==> config.mk <==
export PLATFORM = sky130hd
export DESIGN_NAME = brush_stroke_stamp_placer_unit_flat
export DESIGN_NICKNAME = d
export VERILOG_FILES = /design/src/rtl/core/bssp_pkg.sv /design/src/rtl/core/bssp_if.sv /design/src/rtl/core/brush_stroke_stamp_placer_unit.sv /design/src/rtl/core/bssp_clip.sv /design/src/flat_wrapper.sv
export SDC_FILE = /design/constraint.sdc
export NUM_CORES = 2
export LEC_CHECK = 0
export BUFFER_PORTS_ARGS = -buffer_cell sky130_fd_sc_hd__buf_2
export CAP_MARGIN = 30
export CORE_MARGIN = 1
export CORE_UTILIZATION = 48
export CTS_CLUSTER_SIZE = 10
export DETAILED_ROUTE_END_ITERATION = 6
export REMOVE_ABC_BUFFERS = 1
export SLEW_MARGIN = 20
export SYNTH_ARGS = -nofsm -noshare
export SYNTH_HDL_FRONTEND = slang
export SYNTH_HIERARCHICAL = 1
export SYNTH_SLANG_ARGS = --single-unit
==> constraint.sdc <==
create_clock -name clk -period 10.7 [get_ports clk]
set_clock_uncertainty 0.05 [all_clocks]
set_input_delay 1.07 -clock clk [delete_from_list [all_inputs] [get_ports clk]]
set_output_delay 1.07 -clock clk [all_outputs]
set_load 0.05 [all_outputs]
==> src/rtl/core/bssp_pkg.sv <==
package bssp_pkg;

	localparam int FRAC_BITS      = 8;
	localparam int MAX_STAMPS_DEF = 64;

	localparam int COORD_W = 13;
	localparam int DELTA_W = COORD_W + 1;
	localparam int LEFT_W  = 16;
	localparam int SIZE_W  = 9;
	localparam int CANV_W  = 13;
	localparam int OUT_W   = 14;

	// squared length of a segment, radicand, root, total distance
	localparam int SQ_W   = 28;
	localparam int RAD_W  = SQ_W + 2 * FRAC_BITS;
	localparam int DIST_W = RAD_W / 2;
	localparam int TOT_W  = DIST_W + 1;

	// direction divide: |d| * ONE * ONE / dist, quotient never above ONE
	localparam int NUM_W  = COORD_W + 2 * FRAC_BITS;
	localparam int QUO_W  = FRAC_BITS + 1;
	localparam int STEP_W = FRAC_BITS + 2;

	// shared multiplier operands
	localparam int MA_W   = TOT_W + 1;
	localparam int MB_W   = DELTA_W;
	localparam int PROD_W = MA_W + MB_W;
	localparam int DRAW_W = 18;

	localparam int SPC_W    = 14;
	localparam int RECIP_SH = 24;
	localparam logic [20:0] RECIP_10 = 21'd1677722;

	localparam logic [1:0] REG_CANVAS_W = 2'd0;
	localparam logic [1:0] REG_CANVAS_H = 2'd1;
	localparam logic [1:0] REG_BRUSH_W  = 2'd2;
	localparam logic [1:0] REG_BRUSH_H  = 2'd3;

	// stamp position on one axis: start*ONE + (step*t)/ONE - size*ONE/2, then /ONE,
	// both divides truncating toward zero
	function automatic logic signed [DRAW_W-1:0] stamp_origin(
		input logic signed [PROD_W-1:0]  prod,
		input logic signed [COORD_W-1:0] start,
		input logic [SIZE_W-1:0]         size
	);
		logic signed [PROD_W-1:0] off;
		logic signed [PROD_W-1:0] pos;
		logic signed [PROD_W-1:0] rnd;
		off = prod + (prod[PROD_W-1] ? PROD_W'((1 << FRAC_BITS) - 1) : '0);
		off = off >>> FRAC_BITS;
		pos = (PROD_W'(start) <<< FRAC_BITS) + off
			- ($signed({{(PROD_W-SIZE_W){1'b0}}, size}) <<< (FRAC_BITS - 1));
		rnd = pos + (pos[PROD_W-1] ? PROD_W'((1 << FRAC_BITS) - 1) : '0);
		rnd = rnd >>> FRAC_BITS;
		return rnd[DRAW_W-1:0];
	endfunction

endpackage

==> src/rtl/core/bssp_if.sv <==
interface bssp_seg_if;
	import bssp_pkg::*;
	logic                      valid;
	logic                      ready;
	logic signed [COORD_W-1:0] seg_start_x;
	logic signed [COORD_W-1:0] seg_start_y;
	logic signed [COORD_W-1:0] seg_end_x;
	logic signed [COORD_W-1:0] seg_end_y;
	logic [LEFT_W-1:0]         leftover_in;

	modport source (output valid, seg_start_x, seg_start_y, seg_end_x, seg_end_y,
		leftover_in, input ready);
	modport sink (input valid, seg_start_x, seg_start_y, seg_end_x, seg_end_y,
		leftover_in, output ready);
endinterface

interface bssp_stamp_if;
	import bssp_pkg::*;
	logic                      valid;
	logic                      ready;
	logic                      stamp_valid;
	logic signed [OUT_W-1:0]   draw_x;
	logic signed [OUT_W-1:0]   draw_y;
	logic [OUT_W-2:0]          brush_first_col;
	logic [OUT_W-2:0]          brush_first_row;
	logic signed [OUT_W-1:0]   brush_end_col;
	logic signed [OUT_W-1:0]   brush_end_row;
	logic [LEFT_W-1:0]         leftover_out;
	logic                      truncated;
	logic                      last;

	modport source (output valid, stamp_valid, draw_x, draw_y, brush_first_col,
		brush_first_row, brush_end_col, brush_end_row, leftover_out, truncated, last,
		input ready);
	modport sink (input valid, stamp_valid, draw_x, draw_y, brush_first_col,
		brush_first_row, brush_end_col, brush_end_row, leftover_out, truncated, last,
		output ready);
endinterface

==> src/rtl/core/brush_stroke_stamp_placer_unit.sv <==
// Brush stamp placer: places brush stamps along one stroke segment.
// Input channel seg carries one segment (start, end, leftover distance in Q.8).
// Output channel stamp carries one transfer per stamp: the clipped canvas origin
// of the brush window, the first and end brush column/row, and on the transfer
// flagged last the leftover distance and the truncated flag. A segment with no
// stamp gives one transfer with stamp_valid low and last high.
// APB port: canvas_width, canvas_height, brush_width, brush_height at 0x0..0xC,
// which the user must write only while the block is idle (the block does not enforce it);
// pready is always high. An item runs through one shared multiplier and a shared
// one-bit-a-cycle square root and divider: squaring of dx and dy, the root, a setup
// step, the x and y divides (skipped for a zero-length segment), a start step, then
// for each stamp the x and y multiplies, the y position and the emit, which waits
// while the result register is full and the sink stalls; seg.ready is high only
// while the unit is idle. The result register holds a finished transfer while the
// sink stalls; the sequencer loads the next only once it is empty or being taken.
// Reset (arst_n low) restores the register defaults and empties the unit.
module brush_stroke_stamp_placer_unit #(
	parameter int MAX_STAMPS = bssp_pkg::MAX_STAMPS_DEF
) (
	input  logic        clk,
	input  logic        arst_n,
	input  logic        psel,
	input  logic        penable,
	input  logic        pwrite,
	input  logic [3:0]  paddr,
	input  logic [31:0] pwdata,
	output logic [31:0] prdata,
	output logic        pready,
	bssp_seg_if.sink    seg,
	bssp_stamp_if.source stamp
);
	import bssp_pkg::*;

	localparam int KW = $clog2(MAX_STAMPS + 1);
	localparam int CW = $clog2(DIST_W);

	typedef enum logic [3:0] {
		S_IDLE, S_SQX, S_SQY, S_ROOT, S_DINIT, S_DIVX, S_DIVY,
		S_START, S_MULX, S_MULY, S_POSY, S_EMIT, S_EMPTY
	} state_t;

	state_t state_q;

	// configuration
	logic [CANV_W-1:0] canvas_w_q, canvas_h_q;
	logic [SIZE_W-1:0] brush_w_q, brush_h_q;

	// segment
	logic signed [COORD_W-1:0] sx_q, sy_q;
	logic signed [DELTA_W-1:0] dx_q, dy_q;
	logic [LEFT_W-1:0]         left_q;
	logic [SPC_W-1:0]          spacing_q;

	// root / divide
	logic [SQ_W-1:0]   sq_q;
	logic [RAD_W-1:0]  rad_q;
	logic [DIST_W:0]   rem_q;
	logic [DIST_W-1:0] root_q;
	logic [DIST_W-1:0] rdiv_q;
	logic [QUO_W-1:0]  lo_q, quo_q;
	logic [CW-1:0]     cnt_q;
	logic signed [STEP_W-1:0] stepx_q, stepy_q;

	// stamp walk
	logic [TOT_W-1:0]         total_q, acc_q;
	logic [KW-1:0]            k_q;
	logic signed [PROD_W-1:0] prod_q;
	logic signed [DRAW_W-1:0] drawx_q, drawy_q;

	// result register
	logic                    ovalid_q, ostamp_q, otrunc_q, olast_q;
	logic signed [OUT_W-1:0] odx_q, ody_q, oecol_q, oerow_q;
	logic [OUT_W-2:0]        ofcol_q, ofrow_q;
	logic [LEFT_W-1:0]       oleft_q;

	// combinational
	logic                     cfg_wr;
	logic [SIZE_W+FRAC_BITS+20:0] spc_full;
	logic [SPC_W-1:0]         spc_new;
	logic signed [MA_W-1:0]   mul_a;
	logic signed [MB_W-1:0]   mul_b;
	logic signed [PROD_W-1:0] prod;
	logic [SQ_W-1:0]          sq_sum;
	logic [DIST_W+2:0]        rt_r2, rt_trial;
	logic [DIST_W:0]          dv_r2;
	logic                     dv_bit;
	logic [QUO_W-1:0]         quo_fin;
	logic signed [STEP_W-1:0] step_fin;
	logic [NUM_W-1:0]         num_x, num_y;
	logic [DELTA_W-1:0]       abs_dx, abs_dy;
	logic signed [MA_W-1:0]   t_val;
	logic [TOT_W-1:0]         acc_nxt, rem_raw;
	logic [LEFT_W-1:0]        rem_sat, tot_sat;
	logic                     more, at_max, out_free;
	logic signed [OUT_W-1:0]  cx_org, cy_org, cx_end, cy_end;
	logic [OUT_W-2:0]         cx_first, cy_first;

	assign pready = 1'b1;
	assign cfg_wr = psel & penable & pwrite;

	always_comb begin
		case (paddr[3:2])
			REG_CANVAS_W: prdata = 32'(canvas_w_q);
			REG_CANVAS_H: prdata = 32'(canvas_h_q);
			REG_BRUSH_W:  prdata = 32'(brush_w_q);
			REG_BRUSH_H:  prdata = 32'(brush_h_q);
			default:      prdata = '0;
		endcase
	end

	always_ff @(posedge clk or negedge arst_n) begin
		if (!arst_n) begin
			canvas_w_q <= CANV_W'(640);
			canvas_h_q <= CANV_W'(480);
			brush_w_q  <= SIZE_W'(32);
			brush_h_q  <= SIZE_W'(32);
		end else if (cfg_wr) begin
			case (paddr[3:2])
				REG_CANVAS_W: canvas_w_q <= pwdata[CANV_W-1:0];
				REG_CANVAS_H: canvas_h_q <= pwdata[CANV_W-1:0];
				REG_BRUSH_W:  brush_w_q  <= pwdata[SIZE_W-1:0];
				REG_BRUSH_H:  brush_h_q  <= pwdata[SIZE_W-1:0];
				default: ;
			endcase
		end
	end

	// spacing = floor(brush_width*ONE/10) by reciprocal, floor of ONE/2
	always_comb begin
		spc_full = $bits(spc_full)'({brush_w_q, {FRAC_BITS{1'b0}}}) * $bits(spc_full)'(RECIP_10);
		spc_new  = spc_full[RECIP_SH +: SPC_W];
		if (spc_new < SPC_W'(1 << (FRAC_BITS - 1)))
			spc_new = SPC_W'(1 << (FRAC_BITS - 1));
	end

	assign abs_dx = dx_q[DELTA_W-1] ? -dx_q : dx_q;
	assign abs_dy = dy_q[DELTA_W-1] ? -dy_q : dy_q;
	assign num_x  = {abs_dx[COORD_W-1:0], {(2*FRAC_BITS){1'b0}}};
	assign num_y  = {abs_dy[COORD_W-1:0], {(2*FRAC_BITS){1'b0}}};
	assign t_val  = $signed({1'b0, acc_q}) - $signed(MA_W'(left_q));

	// the one multiplier: squares first, then step * t for each stamp
	always_comb begin
		case (state_q)
			S_SQX:   begin mul_a = MA_W'(dx_q);  mul_b = dx_q; end
			S_SQY:   begin mul_a = MA_W'(dy_q);  mul_b = dy_q; end
			S_MULX:  begin mul_a = t_val;        mul_b = MB_W'(stepx_q); end
			S_MULY:  begin mul_a = t_val;        mul_b = MB_W'(stepy_q); end
			default: begin mul_a = '0;           mul_b = '0; end
		endcase
		prod = PROD_W'(mul_a) * PROD_W'(mul_b);
	end

	assign sq_sum = sq_q + prod[SQ_W-1:0];

	// square root, two radicand bits per cycle
	assign rt_r2    = {rem_q, rad_q[RAD_W-1 -: 2]};
	assign rt_trial = (DIST_W+3)'({root_q, 2'b01});

	// restoring divide, one quotient bit per cycle
	assign dv_r2    = {rdiv_q, lo_q[QUO_W-1]};
	assign dv_bit   = (dv_r2 >= {1'b0, root_q});
	assign quo_fin  = {quo_q[QUO_W-2:0], dv_bit};
	always_comb begin
		if ((state_q == S_DIVX) ? dx_q[DELTA_W-1] : dy_q[DELTA_W-1])
			step_fin = -$signed(STEP_W'(quo_fin));
		else
			step_fin = $signed(STEP_W'(quo_fin));
	end

	// stamp bookkeeping
	assign acc_nxt = acc_q + TOT_W'(spacing_q);
	assign at_max  = (k_q == KW'(MAX_STAMPS - 1));
	assign more    = (acc_nxt <= total_q);
	assign rem_raw = total_q - acc_q;
	assign rem_sat = (rem_raw > TOT_W'(16'hFFFF)) ? 16'hFFFF : rem_raw[LEFT_W-1:0];
	assign tot_sat = (total_q > TOT_W'(16'hFFFF)) ? 16'hFFFF : total_q[LEFT_W-1:0];
	assign out_free = !ovalid_q || stamp.ready;

	bssp_clip u_clip_x (
		.draw(drawx_q), .size(brush_w_q), .canvas(canvas_w_q),
		.origin(cx_org), .first(cx_first), .bound(cx_end)
	);
	bssp_clip u_clip_y (
		.draw(drawy_q), .size(brush_h_q), .canvas(canvas_h_q),
		.origin(cy_org), .first(cy_first), .bound(cy_end)
	);

	assign seg.ready = (state_q == S_IDLE);

	always_ff @(posedge clk or negedge arst_n) begin
		if (!arst_n) begin
			state_q  <= S_IDLE;
			ovalid_q <= 1'b0;
			cnt_q    <= '0;
			k_q      <= '0;
		end else begin
			if (ovalid_q && stamp.ready)
				ovalid_q <= 1'b0;
			case (state_q)
				S_IDLE: begin
					if (seg.valid) begin
						sx_q      <= seg.seg_start_x;
						sy_q      <= seg.seg_start_y;
						dx_q      <= DELTA_W'(seg.seg_end_x) - DELTA_W'(seg.seg_start_x);
						dy_q      <= DELTA_W'(seg.seg_end_y) - DELTA_W'(seg.seg_start_y);
						left_q    <= seg.leftover_in;
						spacing_q <= spc_new;
						state_q   <= S_SQX;
					end
				end
				S_SQX: begin
					sq_q    <= prod[SQ_W-1:0];
					state_q <= S_SQY;
				end
				S_SQY: begin
					rad_q   <= {sq_sum, {(2*FRAC_BITS){1'b0}}};
					rem_q   <= '0;
					root_q  <= '0;
					cnt_q   <= CW'(DIST_W - 1);
					state_q <= S_ROOT;
				end
				S_ROOT: begin
					if (rt_r2 >= rt_trial) begin
						rem_q  <= (DIST_W+1)'(rt_r2 - rt_trial);
						root_q <= {root_q[DIST_W-2:0], 1'b1};
					end else begin
						rem_q  <= rt_r2[DIST_W:0];
						root_q <= {root_q[DIST_W-2:0], 1'b0};
					end
					rad_q <= {rad_q[RAD_W-3:0], 2'b00};
					cnt_q <= cnt_q - 1'b1;
					if (cnt_q == '0)
						state_q <= S_DINIT;
				end
				S_DINIT: begin
					total_q <= TOT_W'(left_q) + TOT_W'(root_q);
					stepx_q <= '0;
					stepy_q <= '0;
					rdiv_q  <= DIST_W'(num_x[NUM_W-1:QUO_W]);
					lo_q    <= num_x[QUO_W-1:0];
					quo_q   <= '0;
					cnt_q   <= CW'(QUO_W - 1);
					state_q <= (root_q == '0) ? S_START : S_DIVX;
				end
				S_DIVX, S_DIVY: begin
					rdiv_q <= dv_bit ? DIST_W'(dv_r2 - {1'b0, root_q}) : dv_r2[DIST_W-1:0];
					lo_q   <= {lo_q[QUO_W-2:0], 1'b0};
					quo_q  <= quo_fin;
					cnt_q  <= cnt_q - 1'b1;
					if (cnt_q == '0) begin
						if (state_q == S_DIVX) begin
							stepx_q <= step_fin;
							rdiv_q  <= DIST_W'(num_y[NUM_W-1:QUO_W]);
							lo_q    <= num_y[QUO_W-1:0];
							quo_q   <= '0;
							cnt_q   <= CW'(QUO_W - 1);
							state_q <= S_DIVY;
						end else begin
							stepy_q <= step_fin;
							state_q <= S_START;
						end
					end
				end
				S_START: begin
					acc_q   <= TOT_W'(spacing_q);
					k_q     <= '0;
					state_q <= (TOT_W'(spacing_q) > total_q) ? S_EMPTY : S_MULX;
				end
				S_MULX: begin
					prod_q  <= prod;
					state_q <= S_MULY;
				end
				S_MULY: begin
					prod_q  <= prod;
					drawx_q <= stamp_origin(prod_q, sx_q, brush_w_q);
					state_q <= S_POSY;
				end
				S_POSY: begin
					drawy_q <= stamp_origin(prod_q, sy_q, brush_h_q);
					state_q <= S_EMIT;
				end
				S_EMIT: begin
					if (out_free) begin
						ovalid_q <= 1'b1;
						ostamp_q <= 1'b1;
						odx_q    <= cx_org;
						ody_q    <= cy_org;
						ofcol_q  <= cx_first;
						ofrow_q  <= cy_first;
						oecol_q  <= cx_end;
						oerow_q  <= cy_end;
						olast_q  <= !more || at_max;
						otrunc_q <= more && at_max;
						oleft_q  <= (!more || at_max) ? rem_sat : '0;
						if (!more || at_max) begin
							state_q <= S_IDLE;
						end else begin
							acc_q   <= acc_nxt;
							k_q     <= k_q + 1'b1;
							state_q <= S_MULX;
						end
					end
				end
				S_EMPTY: begin
					if (out_free) begin
						ovalid_q <= 1'b1;
						ostamp_q <= 1'b0;
						odx_q    <= '0;
						ody_q    <= '0;
						ofcol_q  <= '0;
						ofrow_q  <= '0;
						oecol_q  <= '0;
						oerow_q  <= '0;
						olast_q  <= 1'b1;
						otrunc_q <= 1'b0;
						oleft_q  <= tot_sat;
						state_q  <= S_IDLE;
					end
				end
				default: state_q <= S_IDLE;
			endcase
		end
	end

	assign stamp.valid           = ovalid_q;
	assign stamp.stamp_valid     = ostamp_q;
	assign stamp.draw_x          = odx_q;
	assign stamp.draw_y          = ody_q;
	assign stamp.brush_first_col = ofcol_q;
	assign stamp.brush_first_row = ofrow_q;
	assign stamp.brush_end_col   = oecol_q;
	assign stamp.brush_end_row   = oerow_q;
	assign stamp.leftover_out    = oleft_q;
	assign stamp.truncated       = otrunc_q;
	assign stamp.last            = olast_q;

endmodule

==> src/rtl/core/bssp_clip.sv <==
module bssp_clip (
	input  logic signed [bssp_pkg::DRAW_W-1:0] draw,
	input  logic [bssp_pkg::SIZE_W-1:0]        size,
	input  logic [bssp_pkg::CANV_W-1:0]        canvas,
	output logic signed [bssp_pkg::OUT_W-1:0]  origin,
	output logic [bssp_pkg::OUT_W-2:0]         first,
	output logic signed [bssp_pkg::OUT_W-1:0]  bound
);
	import bssp_pkg::*;

	logic signed [DRAW_W-1:0] org;
	logic signed [DRAW_W-1:0] neg;
	logic signed [DRAW_W-1:0] room;
	logic signed [DRAW_W-1:0] sz;
	logic signed [DRAW_W-1:0] cv;

	always_comb begin
		sz   = $signed({{(DRAW_W-SIZE_W){1'b0}}, size});
		cv   = $signed({{(DRAW_W-CANV_W){1'b0}}, canvas});
		neg  = -draw;
		org  = draw[DRAW_W-1] ? '0 : draw;
		room = cv - (org + sz);
		origin = org[OUT_W-1:0];
		first  = draw[DRAW_W-1] ? neg[OUT_W-2:0] : '0;
		bound  = room[DRAW_W-1] ? OUT_W'(cv - org) : OUT_W'(sz);
	end

endmodule
==> src/flat_wrapper.sv <==
// flat-port wrapper written by rule: the top's interface ports become plain ports
module brush_stroke_stamp_placer_unit_flat import bssp_pkg::*;
#(
	parameter int MAX_STAMPS = bssp_pkg::MAX_STAMPS_DEF
)
  (clk, arst_n, psel, penable, pwrite, paddr, pwdata, prdata, pready, seg_valid, seg_seg_start_x, seg_seg_start_y, seg_seg_end_x, seg_seg_end_y, seg_leftover_in, seg_ready, stamp_valid, stamp_stamp_valid, stamp_draw_x, stamp_draw_y, stamp_brush_first_col, stamp_brush_first_row, stamp_brush_end_col, stamp_brush_end_row, stamp_leftover_out, stamp_truncated, stamp_last, stamp_ready);
  bssp_seg_if seg_i ();
  bssp_stamp_if stamp_i ();
  input  logic clk;
  input  logic arst_n;
  input  logic psel;
  input  logic penable;
  input  logic pwrite;
  input  logic [3:0] paddr;
  input  logic [31:0] pwdata;
  output logic [31:0] prdata;
  output logic pready;
  input wire logic [$bits(seg_i.valid)-1:0] seg_valid;
  input wire logic [$bits(seg_i.seg_start_x)-1:0] seg_seg_start_x;
  input wire logic [$bits(seg_i.seg_start_y)-1:0] seg_seg_start_y;
  input wire logic [$bits(seg_i.seg_end_x)-1:0] seg_seg_end_x;
  input wire logic [$bits(seg_i.seg_end_y)-1:0] seg_seg_end_y;
  input wire logic [$bits(seg_i.leftover_in)-1:0] seg_leftover_in;
  output wire logic [$bits(seg_i.ready)-1:0] seg_ready;
  output wire logic [$bits(stamp_i.valid)-1:0] stamp_valid;
  output wire logic [$bits(stamp_i.stamp_valid)-1:0] stamp_stamp_valid;
  output wire logic [$bits(stamp_i.draw_x)-1:0] stamp_draw_x;
  output wire logic [$bits(stamp_i.draw_y)-1:0] stamp_draw_y;
  output wire logic [$bits(stamp_i.brush_first_col)-1:0] stamp_brush_first_col;
  output wire logic [$bits(stamp_i.brush_first_row)-1:0] stamp_brush_first_row;
  output wire logic [$bits(stamp_i.brush_end_col)-1:0] stamp_brush_end_col;
  output wire logic [$bits(stamp_i.brush_end_row)-1:0] stamp_brush_end_row;
  output wire logic [$bits(stamp_i.leftover_out)-1:0] stamp_leftover_out;
  output wire logic [$bits(stamp_i.truncated)-1:0] stamp_truncated;
  output wire logic [$bits(stamp_i.last)-1:0] stamp_last;
  input wire logic [$bits(stamp_i.ready)-1:0] stamp_ready;
  assign seg_i.valid = seg_valid;
  assign seg_i.seg_start_x = seg_seg_start_x;
  assign seg_i.seg_start_y = seg_seg_start_y;
  assign seg_i.seg_end_x = seg_seg_end_x;
  assign seg_i.seg_end_y = seg_seg_end_y;
  assign seg_i.leftover_in = seg_leftover_in;
  assign seg_ready = seg_i.ready;
  assign stamp_valid = stamp_i.valid;
  assign stamp_stamp_valid = stamp_i.stamp_valid;
  assign stamp_draw_x = stamp_i.draw_x;
  assign stamp_draw_y = stamp_i.draw_y;
  assign stamp_brush_first_col = stamp_i.brush_first_col;
  assign stamp_brush_first_row = stamp_i.brush_first_row;
  assign stamp_brush_end_col = stamp_i.brush_end_col;
  assign stamp_brush_end_row = stamp_i.brush_end_row;
  assign stamp_leftover_out = stamp_i.leftover_out;
  assign stamp_truncated = stamp_i.truncated;
  assign stamp_last = stamp_i.last;
  assign stamp_i.ready = stamp_ready;
  brush_stroke_stamp_placer_unit #(.MAX_STAMPS(MAX_STAMPS)) u_core (.clk(clk), .arst_n(arst_n), .psel(psel), .penable(penable), .pwrite(pwrite), .paddr(paddr), .pwdata(pwdata), .prdata(prdata), .pready(pready), .seg(seg_i), .stamp(stamp_i));
endmodule
; ---- Word-level counts from Yosys, hierarchy flattened
; Cells that the tools add are included.
; Widths: inputs -> output; s select.
[totals]
reg_bits = 542
in_bits = 111
out_inout_bits = 136
elab_cells = 224
[op_classes]
add_sub_neg = 29
mul = 2
magnitude_cmp = 7
n_eq_ne = 24
n_mux = 86
bitwise = 2
n_reduce_logical = 36
[ops]
columns = cell, n
row1 = $pmux 32 s4, 1
row2 = $pmux 14 s2, 4
row3 = $mux 14, 7
row4 = $pmux 23 s2, 2
row5 = $mux 13, 7
row6 = $pmux 22 s2, 2
row7 = $pmux 44 s2, 1
row8 = $mux 16, 5
row9 = $pmux 24 s3, 1
row10 = $mux 23, 3
row11 = $mux 22, 3
row12 = $sub 31x17->32, 2
row13 = $add 21x30->31, 2
row14 = $pmux 14 s4, 1
row15 = $add 26x26->26, 2
row16 = $neg 13->13, 4
row17 = $pmux 13 s2, 2
row18 = $mux 10, 5
row19 = $pmux 4 s12, 1
row20 = $gt 23x16->1 const B, 2
row21 = $sub 23x23->23, 2
row22 = $mux 8, 5
row23 = $pmux 10 s2, 2
row24 = $add 38x8->38, 1
row25 = 57 further kinds, 119

; ---- Depth between registers and ports, before layout
[logic_depth]
ltp_word = 7
depth_mapped = 44
ltp_nobuf = 43

; ---- By module
; The synthesis kept the hierarchy.
[modules_own_cells]
columns = module, n_inst, cells_each, area_per_inst_um2, seq_area_each_um2
row1 = brush_stroke_stamp_placer_unit, 1, 5093, 48838.1, 15229.6
row2 = bssp_clip (u_core.u_clip_x), 1, 264, 1966.9, 0.0
row3 = bssp_clip (u_core.u_clip_y), 1, 255, 1874.3, 0.0

; ---- Worst setup path before layout
; No wires, ideal clock.
[synth_path]
kind = register to register
from = register u_core.state_q[2]
to = register u_core.oecol_q[0] (netlist: u_core/stamp.brush_end_col[0]), enable pin
setup_ps = 710
arrival_ps = 8888
required_ps = 9940
path_slack_ps = 1051
path_stages_with_launch = 7
path_buffers = 2
period_less_slack_ps = 9649
cell_sequence = dfrtp_1 -> clkbuf_1 -> nand2_1 -> nor3_1 -> inv_1 -> clkbuf_1 -> a211oi_1
[synth_via]
elab_chain_len = 3
elab_cells_between_ends = 6
classes_between = eq/ne: 4 / reduce/logical: 2
[synth_lines]
columns = item, line
row1 = start: declaration, brush_stroke_stamp_placer_unit.sv:42  ; state_t state_q;
row2 = start signal: assignment, brush_stroke_stamp_placer_unit.sv:244  ; state_q <= (root_q == '0) ? S_START : S_DIVX;
row3 = start signal: assignment, brush_stroke_stamp_placer_unit.sv:268  ; state_q <= (TOT_W'(spacing_q) > total_q) ? S_EMPTY : S_MULX;
row4 = $eq 4x4->1, brush_stroke_stamp_placer_unit.sv:200  ; case (state_q)
row5 = $ne 2x1->1 (no source line) or $reduce_bool 2->1 (tied branches), --
row6 = $reduce_and 4->1 (no source line) (*), --
row7 = end signal: assignment, brush_stroke_stamp_placer_unit.sv:291  ; oecol_q <= cx_end;
row8 = end: declaration, brush_stroke_stamp_placer_unit.sv:72  ; logic signed [OUT_W-1:0] odx_q, ody_q, oecol_q, oerow_q;
; Every way passes the cells marked *; elsewhere a longest branch is shown, timed or not.
; A chain may end at the register's enable or synchronous reset.

; ---- Worst setup path in the final report
[layout_path]
from = register u_core.left_q[1]
to = register u_core.rad_q[43] (data pin)
[layout_via]
elab_chain_len = 5
[layout_lines]
columns = item, line
row1 = start: declaration, brush_stroke_stamp_placer_unit.sv:51  ; logic [LEFT_W-1:0] left_q;
row2 = start signal: assignment, brush_stroke_stamp_placer_unit.sv:207  ; left_q <= seg.leftover_in;
row3 = $sub 23x16->24, brush_stroke_stamp_placer_unit.sv:140  ; assign t_val = $signed({1'b0, acc_q}) - $signed(MA_W'(left_q));
row4 = $pmux 24 s3, brush_stroke_stamp_placer_unit.sv:144  ; case (state_q)
row5 = $mul 24x14->38, brush_stroke_stamp_placer_unit.sv:151  ; prod = PROD_W'(mul_a) * PROD_W'(mul_b);
row6 = named net u_core.prod[26], brush_stroke_stamp_placer_unit.sv:82  ; logic signed [PROD_W-1:0] prod;
row7 = $add 28x28->28, brush_stroke_stamp_placer_unit.sv:154  ; assign sq_sum = sq_q + prod[SQ_W-1:0];
row8 = $pmux 44 s2, brush_stroke_stamp_placer_unit.sv:200
row9 = end signal: assignment, brush_stroke_stamp_placer_unit.sv:217  ; rad_q <= {sq_sum, {(2*FRAC_BITS){1'b0}}};
row10 = end signal: assignment, brush_stroke_stamp_placer_unit.sv:231  ; rad_q <= {rad_q[RAD_W-3:0], 2'b00};
row11 = end: declaration, brush_stroke_stamp_placer_unit.sv:56  ; logic [RAD_W-1:0] rad_q;
; The timed path passes the listed nets, and every way through them passes these cells. The select of a mux whose other input is x is not followed.

==> run summary <==
DPL Wire Length: 125,000 µm
Max-slew violations: 0
Metal1 wirelength: 69,700 µm
Die area: 0.111 mm²
Int Pwr: 8.98 mW
Synth Register Bits: 517
Top Metal Used: met5
Proportion of power drawn by combinational gates: 67.3%
Drt total wl: 154,000 µm
Startpoint types: register
Share of cells above drive strength 1: 9.38%
Initial DRC Count: 3,340
Root buf cell: clkbuf_16
Yosys warnings: 6
DP Area: 0.0556 mm²
Post-synth top flop: edfxtp_1
Post-Synth Adder-Cell Area: 26.8%
DRT Pass-1 Iters: 5
Critical Path Fanout Max: 7
Std-Cell Rows: 121
Final Instance Area: 0.0578 mm²
Fin. Hold Viols: 0
Hold buffer count at cts: 0
Slew @ Worst Pin: 1.06 ns
Flop pwr share: 19.8%
Clk Latency, worst-skew pair: 0.64 ns
H-Tree Depth: 3
Mean Syn Cell Area: 9.39 µm²
Largest family of logic cells by synthesized area: adder cells
Core region area: 0.109 mm²
Largest net degree at the start of global routing: 88
Initial Utilization: 48.4%
RSZ-0062 raised after global routing: false
Port bufs: 205
Complex-gate fraction of the synthesized area: 14.0%
Inserted Clock Buffers: 68
VDD IR-drop max: 258 µV
Routed len/inst: 21.1 µm
Io pins: 247
Vias per std cell: 5.67
Simple-Gate Fraction of Synth Area: 15.5%
Arr. time, crit path: 10.54 ns
First-pass GRT wire length: 238,000 µm
Layout area overhead: 9.69%
Status: completed
Mux cell area share after synthesis: 2.16%
Cell Area, Synth: 0.0527 mm²
CP dominant cell by count: fa_1
Fmax: 98.0 MHz
Final setup vio count: 0
Slew headroom: 28.9%
Worst min path class: in -> async
Max-cap viol count: 0
Type of the worst setup path: reg -> reg
FFs w/ async S/R, synth: 11.8%
Number of global-route vias before repair: 40,500
Number of remaining DRC errors: 0
Xor-xnor portion of the synthesized cell area: 5.58%
Chip height: 333 µm
Critical Path RT: 11.03 ns
Power per cell area: 298 mW/mm²
Register area share after synthesis: 28.9%
Total grt overflow: 0
Crit-path max cell delay: 0.58 ns
Tmin final: 10.21 ns
Die Wd: 333 µm
Net Sw Frac: 47.9%
P_sw: 8.24 mW
Number of flops mapped to enable cells by yosys: 456
Via count: 41,400
Initial antenna violation count: 15
Clock buffer depth: 3
Final period utilization: 95.4%
Total track usage: 27.9%
Clk sinks: 517
Slowest stage cell, crit path: fa_1
Post-route setup TNS: 0 ns
Met2 wire len: 70,000 µm
Final #Nets: 6,836
Gpl congestion: 0.964
Leak Pwr: 25.7 nW
Clock Power Share: 13.0%
Unique cell type count in the Yosys netlist: 109
CTS tree: yes
Clock transition at the registers of the reported paths: 0.06 ns
Final ANT Viol Nets: 0
Routed met3 length: 9830 µm
Syn Inst Count: 5,612
Nature of the critical path endpoint: register
power by group through the flow:
stage / registers [mW] / clock network (mW) / logic, mW
final: 3.40 / 2.23 / 11.6
after global routing: 3.43 / 2.36 / 13.1
after CTS: 3.40 / 2.29 / 11.6
after detailed placement: 3.43 / 0 / 11.5
after global placement: 3.43 / 0 / 11.4
after floorplan: 3.37 / 0 / 8.50
worst max-delay path: cells and delay by family, from the launching register on:
kind,cells,cell delay (ns)
AO/OA/AOI/OAI,15,3.25
XOR/XNOR,2,0.30
adder cells (fa/ha/maj),9,4.06
buffers and inverters,6,0.58
flip-flops,1,0.45
multiplexers,1,0.26
AND/OR/NAND/NOR,6,0.99
metrics by stage:
| stage | power (mW) | instances | worst slack [ns] | utilization, % | hold slack, ns |
|---|---|---|---|---|---|
| floorplan | 11.9 | 5461 | 0.124 | - | 0.392 |
| global placement | 14.8 | 7160 | 0.209 | 51.0 | 0.425 |
| detailed placement | 14.9 | 7164 | 0.107 | 51.1 | 0.429 |
| CTS | 17.3 | 7281 | 0.0579 | 53.0 | 0.275 |
| global route | 18.9 | 7286 | 0.0246 | 53.1 | 0.305 |
| finish | 17.2 | 7294 | 0.492 | 53.1 | 0.301 |
cells in the mapped netlist (12+ instances only):
cell / instances / share of area [%]
inv_1: 788 / 5.6
ha_1: 522 / 12
nor2_1: 474 / 3.4
edfxtp_1: 456 / 26
nand2_1: 448 / 3.2
fa_1: 378 / 14
a21oi_1: 283 / 2.7
o21ai_0: 247 / 2.3
xnor2_1: 219 / 3.6
and2_1: 145 / 1.7
clkbuf_1: 131 / 0.93
xor2_1: 115 / 1.9
a21o_1: 111 / 1.6
nor3_1: 105 / 1.0
nand3_1: 97 / 0.92
nand2b_1: 92 / 1.1
o21a_1: 69 / 0.98
dfrtp_1: 53 / 2.5
mux2_2: 53 / 1.1
nand4_1: 53 / 0.63
and3_1: 52 / 0.62
a211oi_1: 51 / 0.73
nor2b_1: 49 / 0.58
or3_1: 45 / 0.53
mux2i_1: 34 / 0.65
a31oi_1: 32 / 0.38
o21bai_1: 32 / 0.46
nor4_1: 29 / 0.34
a22oi_1: 24 / 0.34
o211ai_1: 24 / 0.34
a211o_1: 22 / 0.37
o31ai_1: 22 / 0.31
or2_2: 22 / 0.26
buf_4: 20 / 0.29
a21boi_0: 18 / 0.26
o21ai_1: 15 / 0.14
o22ai_1: 14 / 0.17
a311oi_1: 13 / 0.22
or4_1: 12 / 0.17
cell usage in the layout (no fill, tap or decap), types with 44 or more instances in the layout:
| master | n |
|---|---|
| inv_1 | 787 |
| nor2_1 | 470 |
| o21a_1 | 67 |
| and2_1 | 145 |
| nor2b_1 | 49 |
| dfrtp_1 | 53 |
| clkbuf_16 | 71 |
| mux2_2 | 53 |
| xor2_1 | 115 |
| nand2b_1 | 92 |
| ha_1 | 521 |
| a211oi_1 | 47 |
| nand4_1 | 53 |
| nor3_1 | 100 |
| edfxtp_1 | 456 |
| or3_1 | 44 |
| nand3_1 | 97 |
| a21o_1 | 111 |
| fa_1 | 378 |
| nand2_1 | 448 |
| a21oi_1 | 280 |
| xnor2_1 | 219 |
| buf_2 | 205 |
| o21ai_0 | 241 |
| and3_1 | 51 |
| buf_4 | 86 |
final cells by class:
type	count	area (µm²)
fill	9971	51100
multi-input combinational	4155	34000
sequential	517	15200
inverter	789	2960
clock buffer	93	1890
tap	1414	1770
timing repair buffer	294	1710
clock inverter	24	238
antenna	8	20.0
state kept, by name, indices dropped and copies added (netlist names), 14 cells and up:
signal / cells
u_core/rdiv_q: 22
u_core/rad_q: 28
u_core/prod_q: 38
u_core/left_q: 16
u_core/stamp.draw_x: 14
u_core/total_q: 23
u_core/stamp.brush_end_col: 14
u_core/root_q: 22
u_core/acc_q: 23
u_core/stamp.brush_end_row: 14
u_core/stamp.draw_y: 14
u_core/stamp.leftover_out: 16
u_core/spacing_q: 14
u_core/drawx_q: 18
u_core/rem_q: 23
u_core/dy_q: 14
u_core/drawy_q: 18
u_core/sq_q: 28
u_core/dx_q: 14
worst paths after layout:
check | from | to | slack (ns) | cells past startpoint
max | u_core/left_q[1] | u_core/rad_q[43] | 0.49 | 39
min | arst_n | u_core/state_q[1] | 0.30 | 1
max reg2reg | u_core/left_q[1] | u_core/rad_q[43] | 0.49 | 39
min reg2reg | u_core/cnt_q[4] | u_core/cnt_q[4] | 0.44 | 2
max in group asynchronous | arst_n | u_core/canvas_h_q[6] | 9.40 | 2
min in group clk | u_core/cnt_q[4] | u_core/cnt_q[4] | 0.44 | 2
per-layer routing:
metal	track usage (%)	vias to the layer above
li1	-	19700
met1	38.9	20100
met2	44.5	1268
met3	4.08	210
met4	8.86	8
met5	0	-
logic make-up after synthesis:
| family | count (synthesis) |
|---|---|
| buffers and inverters | 958 |
| xor gates and xnor gates | 335 |
| other | 2 |
| and+or+nand+nor | 1681 |
| DFF | 517 |
| AOI/OAI and AO/OA | 1122 |
| muxes | 96 |
| adders and majority gates | 901 |
repair_timing:
| action | CTS | global route |
|---|---|---|
| resized for setup | 0 | 13 |
| setup endpoints to repair | 0 | 5 |
| setup buffers | 0 | 4 |
No activity file was read; power rests on OpenSTA's default activity.
